**src/rtl/oef_pkg.sv**
```systemverilog
`timescale 1ns / 1ps
// oef_pkg: shared types and constants of the one-euro filter core
// no dependencies; used by oef_div and one_euro_filter_core

package oef_pkg;

  // default width of the value path (capped at 32 inside the core)
  localparam int VALUE_WIDTH_DEF = 32;

  // field widths
  localparam int TIME_W  = 63;
  localparam int VAL_W   = 32;
  localparam int CFG_W   = 32;
  localparam int CFG_IDX_W = 3;
  localparam int DT_W    = 30;
  localparam int RATE_W  = 48;
  localparam int ALPHA_W = 16;

  // shared multiplier operand and product widths
  localparam int MUL_A_W = 33;
  localparam int MUL_B_W = 32;
  localparam int MUL_P_W = MUL_A_W + MUL_B_W;

  // shared restoring divider widths
  localparam int DIV_REM_W = 63;
  localparam int DIV_NUM_W = 53;
  localparam int DIV_CNT_W = 6;
  localparam logic [DIV_CNT_W-1:0] RATE_DIV_STEPS  = 6'd53;
  localparam logic [DIV_CNT_W-1:0] ALPHA_DIV_STEPS = 6'd16;

  // arithmetic constants
  localparam logic [31:0]        US_PER_S  = 32'd1000000;
  localparam logic [33:0]        TAU_K     = 34'd10430378350;
  localparam logic [DT_W-1:0]    MIN_DT_US = 30'd100;
  localparam logic [DT_W-1:0]    MAX_DT_US = 30'h3FFF_FFFF;
  localparam logic [RATE_W-1:0]  RATE_MAX  = 48'h7FFF_FFFF_FFFF;
  localparam logic [RATE_W-1:0]  RATE_MIN  = 48'h8000_0000_0000;
  localparam logic [15:0]        HALF_LSB  = 16'h8000;

  // configuration register indexes
  typedef enum logic [CFG_IDX_W-1:0] {
    CFG_MIN_CUTOFF      = 3'd0,
    CFG_BETA            = 3'd1,
    CFG_D_CUTOFF        = 3'd2,
    CFG_USE_START_VALUE = 3'd3,
    CFG_START_VALUE     = 3'd4
  } cfg_reg_t;

  // sequencer states
  typedef enum logic [4:0] {
    S_IDLE,
    S_CHECK,
    S_MRATE,
    S_DRATE_GO,
    S_DRATE_WAIT,
    S_RDIFF,
    S_DA1_GO,
    S_DA1_WAIT,
    S_LP1L,
    S_LP1H,
    S_RATE,
    S_RMAG,
    S_MB1,
    S_MB2,
    S_CUT,
    S_MDT2,
    S_DA2_GO,
    S_DA2_WAIT,
    S_LP2,
    S_VAL,
    S_FIN
  } oef_state_t;

  // divider command and status
  typedef struct packed {
    logic                 start;
    logic [DIV_REM_W-1:0] rem;
    logic [DIV_REM_W-1:0] den;
    logic [DIV_NUM_W-1:0] num;
    logic [DIV_CNT_W-1:0] steps;
  } div_req_t;

  typedef struct packed {
    logic                 busy;
    logic [DIV_NUM_W-1:0] quo;
  } div_rsp_t;

endpackage

```
**src/rtl/oef_div.sv**
```systemverilog
`timescale 1ns / 1ps
// oef_div: bit-serial restoring divider, one quotient bit per cycle
// depends on oef_pkg (div_req_t, div_rsp_t, widths)

module oef_div (
  input  logic              clk,
  input  logic              rst,
  input  oef_pkg::div_req_t req,
  output oef_pkg::div_rsp_t rsp
);

  logic [oef_pkg::DIV_REM_W-1:0] rem;
  logic [oef_pkg::DIV_REM_W-1:0] den;
  logic [oef_pkg::DIV_NUM_W-1:0] qn;
  logic [oef_pkg::DIV_CNT_W-1:0] cnt;

  logic [oef_pkg::DIV_REM_W:0] rem_sh;
  logic [oef_pkg::DIV_REM_W:0] den_ext;
  logic [oef_pkg::DIV_REM_W:0] sub;
  logic                        ge;

  // shift next dividend bit into the partial remainder
  assign rem_sh  = {rem, qn[oef_pkg::DIV_NUM_W-1]};
  assign den_ext = {1'b0, den};
  assign ge      = rem_sh >= den_ext;
  assign sub     = rem_sh - den_ext;

  always_ff @(posedge clk) begin
    if (rst) begin
      cnt <= '0;
    end else if (req.start) begin
      cnt <= req.steps;
    end else if (cnt != '0) begin
      cnt <= cnt - 1'b1;
    end
  end

  always_ff @(posedge clk) begin
    if (req.start) begin
      rem <= req.rem;
      den <= req.den;
      qn  <= req.num;
    end else if (cnt != '0) begin
      rem <= ge ? sub[oef_pkg::DIV_REM_W-1:0] : rem_sh[oef_pkg::DIV_REM_W-1:0];
      qn  <= {qn[oef_pkg::DIV_NUM_W-2:0], ge};
    end
  end

  assign rsp.busy = cnt != '0;
  assign rsp.quo  = qn;

endmodule

```
**config.mk**
```make
export PLATFORM = sky130hd
export DESIGN_NAME = oef_div
export DESIGN_NICKNAME = d
export VERILOG_FILES = /design/src/rtl/oef_pkg.sv /design/src/rtl/oef_div.sv
export SDC_FILE = /design/constraint.sdc
export NUM_CORES = 1
export LEC_CHECK = 0
export BUFFER_PORTS_ARGS = -buffer_cell sky130_fd_sc_hd__buf_2
export CAP_MARGIN = 0
export CORE_MARGIN = 2
export CORE_UTILIZATION = 40
export DETAILED_ROUTE_END_ITERATION = 8
export GPL_ROUTABILITY_DRIVEN = 1
export PLACE_DENSITY = 0.71
export SKIP_LAST_GASP = 1
export SLEW_MARGIN = 20
export SYNTH_ARGS = -nofsm -noshare
export SYNTH_HDL_FRONTEND = slang
export SYNTH_SLANG_ARGS = --single-unit
```
**constraint.sdc**
```tcl
create_clock -name clk -period 4.9 [get_ports clk]
set_input_delay 0.49 -clock clk [delete_from_list [all_inputs] [get_ports clk]]
set_output_delay 0.49 -clock clk [all_outputs]
set_load 0.02 [all_outputs]
```
==> results.md <==
Logic synthesis
• 46.5% — sequential area share after synthesis
• sky130_fd_sc_hd__edfxtp_1 — top_reg_cell synth
• 66 — number of distinct standard cells referenced by the synthesized netlist
• 0% — ys async rst share
• 1169 — Synth Instances
• 185 — total of flip-flops plus latches after synthesis
• 0 — YS warnings
• 10.1 µm² — average instance area after synthesis
• 0.0118 mm² — netlist area before placement
• 179 — EDFF count, synth
• 1422 — Syn Nets

Drt
• 7 — router iterations before antenna repair
• 0 — antenna-violating nets left
• 0 — DRC violations left
• 9586 — total vias in the final route
• 17.2 µm — per-cell routed wire length
• 30500 µm — total detailed-routing wirelength
• 649 — number of DRC violations after detailed-routing iteration 0
• 5.39 — Avg Vias per Cell

CTS
• 185 — clock net sink count
• 0.46 ns — Clock Latency Late Sink
• 2 — maximum count of clock buffers along a single path
• sky130_fd_sc_hd__clkbuf_16 — clock root buffer
• 17 — number of CTS-inserted buffers
• 0 — setup repair bufs after CTS
• done — clock tree from TritonCTS
• 0.08 ns — clock-pin transition on the worst setup and hold timing paths
• 0 — Post-CTS Hold Buffers
• 4 — number of levels the H-tree was split into
• 0 — post-cts repair resize count

Layout
• 48.6% — final design utilization
• 0.00550 mm² — area of all sequential standard cells
• 18.7% — Syn-to-layout area delta
• 0.00574 mm² — Multi-input gate area
• 2738 — Layout fillers
• 1630 — NumNets Final
• 26.2% — share of cells above drive strength 1

GRT
• 9507 — vias in the first global route
• 5.13% — GR Layer Usage met3
• 32.9% — GR met2 Demand/Resource
• 25.9% — met1 global-route usage
• 133 — maximum number of pins on one net before global-route repair
• 0 — gr ovfl total
• 48700 µm — wire length of the first global-routing pass
• 5 — number of antenna violations at the first check in global routing
• met2 — highest-utilization routing layer at the global route stage
• 19.8% — global-route usage over all layers

Critical path
• flop to flop — Crit Path Category
• flop — kind of end point of the critical path
• 5.10 ns — Req. time, crit path
• 4 — Worst Path Max Fanout
• flop — kind of launch point of the worst setup path
• 4.17 ns — critical path arrival

Die
• 242 — ports placed on the boundary
• 40.9% — starting density of the core
• 62 — std cell rows
• 176 µm — width of the die
• 0.0309 mm² — Die ar.
• 176 µm — Die Y-Extent
• 0.0289 mm² — area of the core

Place
• 0.897 — final weighted congestion in routability-driven placement
• 241 — Port Buf Inserts
• 22200 µm — post-DP HPWL

STA
• 0.206 ns — final worst hold slack
• 0 — final count of negative-setup-slack endpoints
• 0.727 ns — actual transition at the worst max-transition pin
• 0 — final count of pins violating max slew
• 81.1% — final period utilization
• 0 — final number of hold-violating endpoints
• 3.97 ns — shortest clock period the worst path allows after layout
• 0.252 GHz — highest clock rate
• 0.0207 ns — Fin Clk Skew
• 0 ns — Final TNS setup
• no — RSZ-0062 raised after global routing
• 51.0% — Max-Slew Margin vs Limit

Pwr
• 18.5% — share of total power in the clock network
• 5.93 nW — LEAKAGE
• 29.6% — share of power burned in registers
• 0.00497 W — internal power
• 0.00354 W — switching power of the nets
• 41.6% — switching fraction of total power
• 607 mW/mm² — PD cells
• 352 µV — Peak supply drop
• 51.9% — combinational share of power

Job
• 0 — max-cap violations

Run status
• finished clean — status

Worst hold path
• input pin to flop — path category of the worst min-delay check

final timing paths:
kind              slack [ns]  depth (start not counted)  startpoint  endpoint
setup / recovery        0.93                         13      qn[52]   rem[44]
hold / removal          0.21                          1     req[94]   den[35]
setup reg to reg        0.93                         13      qn[52]   rem[44]
hold reg to reg         0.58                          1      qn[19]    qn[20]
metrics by stage:
stage	area, µm²	power [W]	cells	setup slack, ns
global placement	13400	0.00683	1742	1.09
CTS	14000	0.00853	1774	0.972
detailed placement	13400	0.00691	1742	0.976
finish	14000	0.00851	1777	0.928
global route	14000	0.00915	1775	0.570
floorplan	11800	0.00589	1169	0.585
synth_stat cells, types with 4 or more instances:
cell / instances / area (µm²)
sky130_fd_sc_hd__o31ai_1: 7 / 52.6
sky130_fd_sc_hd__a21boi_0: 6 / 45.0
sky130_fd_sc_hd__o211ai_1: 10 / 75.1
sky130_fd_sc_hd__and4_1: 5 / 43.8
sky130_fd_sc_hd__a21oi_1: 107 / 536
sky130_fd_sc_hd__nand4_1: 20 / 125
sky130_fd_sc_hd__buf_2: 14 / 70.1
sky130_fd_sc_hd__or3_1: 8 / 50.1
sky130_fd_sc_hd__o21a_1: 23 / 173
sky130_fd_sc_hd__nor2_1: 78 / 293
sky130_fd_sc_hd__nand2b_1: 8 / 50.1
sky130_fd_sc_hd__a31oi_1: 8 / 50.1
sky130_fd_sc_hd__nor3b_1: 4 / 30.0
sky130_fd_sc_hd__nand3_1: 15 / 75.1
sky130_fd_sc_hd__nor4b_1: 4 / 35.0
sky130_fd_sc_hd__xor2_1: 21 / 184
sky130_fd_sc_hd__mux2_2: 73 / 822
sky130_fd_sc_hd__inv_1: 89 / 334
sky130_fd_sc_hd__o21bai_1: 13 / 97.6
sky130_fd_sc_hd__nor2b_1: 7 / 43.8
sky130_fd_sc_hd__a221o_1: 4 / 40.0
sky130_fd_sc_hd__nand2_1: 106 / 398
sky130_fd_sc_hd__dfxtp_1: 6 / 120
sky130_fd_sc_hd__xnor2_1: 31 / 272
sky130_fd_sc_hd__clkbuf_1: 41 / 154
sky130_fd_sc_hd__and3_1: 6 / 37.5
sky130_fd_sc_hd__o21ai_0: 80 / 400
sky130_fd_sc_hd__edfxtp_1: 179 / 5380
sky130_fd_sc_hd__ha_1: 64 / 801
sky130_fd_sc_hd__mux2i_1: 9 / 90.1
sky130_fd_sc_hd__a21o_1: 36 / 270
sky130_fd_sc_hd__nor3_1: 23 / 115
sky130_fd_sc_hd__a211oi_1: 14 / 105
sky130_fd_sc_hd__nor4_1: 5 / 31.3
cell usage in the layout (no fill, tap or decap), types with 4 or more instances in the layout:
cell	netlist	routed
sky130_fd_sc_hd__buf_2	14	240
sky130_fd_sc_hd__edfxtp_1	179	179
sky130_fd_sc_hd__a21oi_1	107	107
sky130_fd_sc_hd__nand2_1	106	105
sky130_fd_sc_hd__inv_1	89	88
sky130_fd_sc_hd__o21ai_0	80	80
sky130_fd_sc_hd__nor2_1	78	78
sky130_fd_sc_hd__mux2_2	73	73
sky130_fd_sc_hd__ha_1	64	64
sky130_fd_sc_hd__a21o_1	36	36
sky130_fd_sc_hd__xnor2_1	31	31
sky130_fd_sc_hd__nor3_1	23	23
sky130_fd_sc_hd__o21a_1	23	23
sky130_fd_sc_hd__xor2_1	21	21
sky130_fd_sc_hd__nand4_1	20	20
sky130_fd_sc_hd__clkbuf_16	0	17
sky130_fd_sc_hd__nand3_1	15	15
sky130_fd_sc_hd__a211oi_1	14	14
sky130_fd_sc_hd__o21bai_1	13	13
sky130_fd_sc_hd__o211ai_1	10	10
sky130_fd_sc_hd__mux2i_1	9	9
sky130_fd_sc_hd__nand2b_1	8	8
sky130_fd_sc_hd__a31oi_1	8	8
sky130_fd_sc_hd__or3_1	8	8
sky130_fd_sc_hd__nor2b_1	7	7
sky130_fd_sc_hd__o31ai_1	7	7
sky130_fd_sc_hd__and3_1	6	6
sky130_fd_sc_hd__a21boi_0	6	6
sky130_fd_sc_hd__dfxtp_1	6	6
sky130_fd_sc_hd__and4_1	5	5
sky130_fd_sc_hd__nor4_1	5	5
sky130_fd_sc_hd__a221o_1	4	4
sky130_fd_sc_hd__nor3b_1	4	4
sky130_fd_sc_hd__nor4b_1	4	4
sky130_fd_sc_hd__bufinv_16	0	4
sky130_fd_sc_hd__buf_4	2	4
worst max-delay path: stages (launching register included):
cell	delay, ns
sky130_fd_sc_hd__edfxtp_1	0.38
sky130_fd_sc_hd__inv_1	0.06
sky130_fd_sc_hd__ha_1	0.21
sky130_fd_sc_hd__fa_1	0.41
sky130_fd_sc_hd__nor2b_1	0.19
sky130_fd_sc_hd__o2111ai_1	0.15
sky130_fd_sc_hd__a21oi_1	0.30
sky130_fd_sc_hd__o21ai_0	0.27
sky130_fd_sc_hd__a41oi_1	0.47
sky130_fd_sc_hd__a21oi_1	0.26
sky130_fd_sc_hd__o21ai_0	0.45
sky130_fd_sc_hd__a21boi_0	0.21
sky130_fd_sc_hd__nor4b_1	0.28
sky130_fd_sc_hd__a211oi_1	0.07
per-layer routing:
| layer | vias up | wire [µm] |
|---|---|---|
| li1 | 4726 | - |
| met1 | 4538 | 13400 |
| met2 | 282 | 14600 |
| met3 | 36 | 2060 |
| met4 | 4 | 395 |
| met5 | - | 23 |
area by class of cell:
cell class              count  area share, %
repair buffers            248           9.29
diodes                      3         0.0535
flip-flops and latches    185           39.2
clock buffers              17           3.03
multi-input cells         836           40.9
well taps                 384           3.43
inverters                  89           2.38
clock inverters            15           1.70
state kept, by name, summed over array words and instances (netlist names):
signal / flops
cnt: 6
den: 63
qn: 53
rem: 63
kinds of logic after synthesis:
family | count (synthesis) | synth area share, %
compound gates | 333 | 17.6
xor+xnor | 52 | 3.85
fa+ha+maj | 65 | 6.95
buf+inv | 148 | 4.98
flops | 185 | 46.5
mux | 82 | 7.72
simple gates | 304 | 12.4
power groups by stage:
stage | registers [W] | logic (W) | clock network (W)
6_report | 0.00252 | 0.00441 | 0.00158
5_1_grt | 0.00257 | 0.00492 | 0.00165
4_1_cts | 0.00252 | 0.00440 | 0.00161
3_5_place_dp | 0.00255 | 0.00437 | 0
3_3_place_gp | 0.00252 | 0.00431 | 0
2_1_floorplan | 0.00260 | 0.00329 | 0
Power figures use the tool's default switching activity.
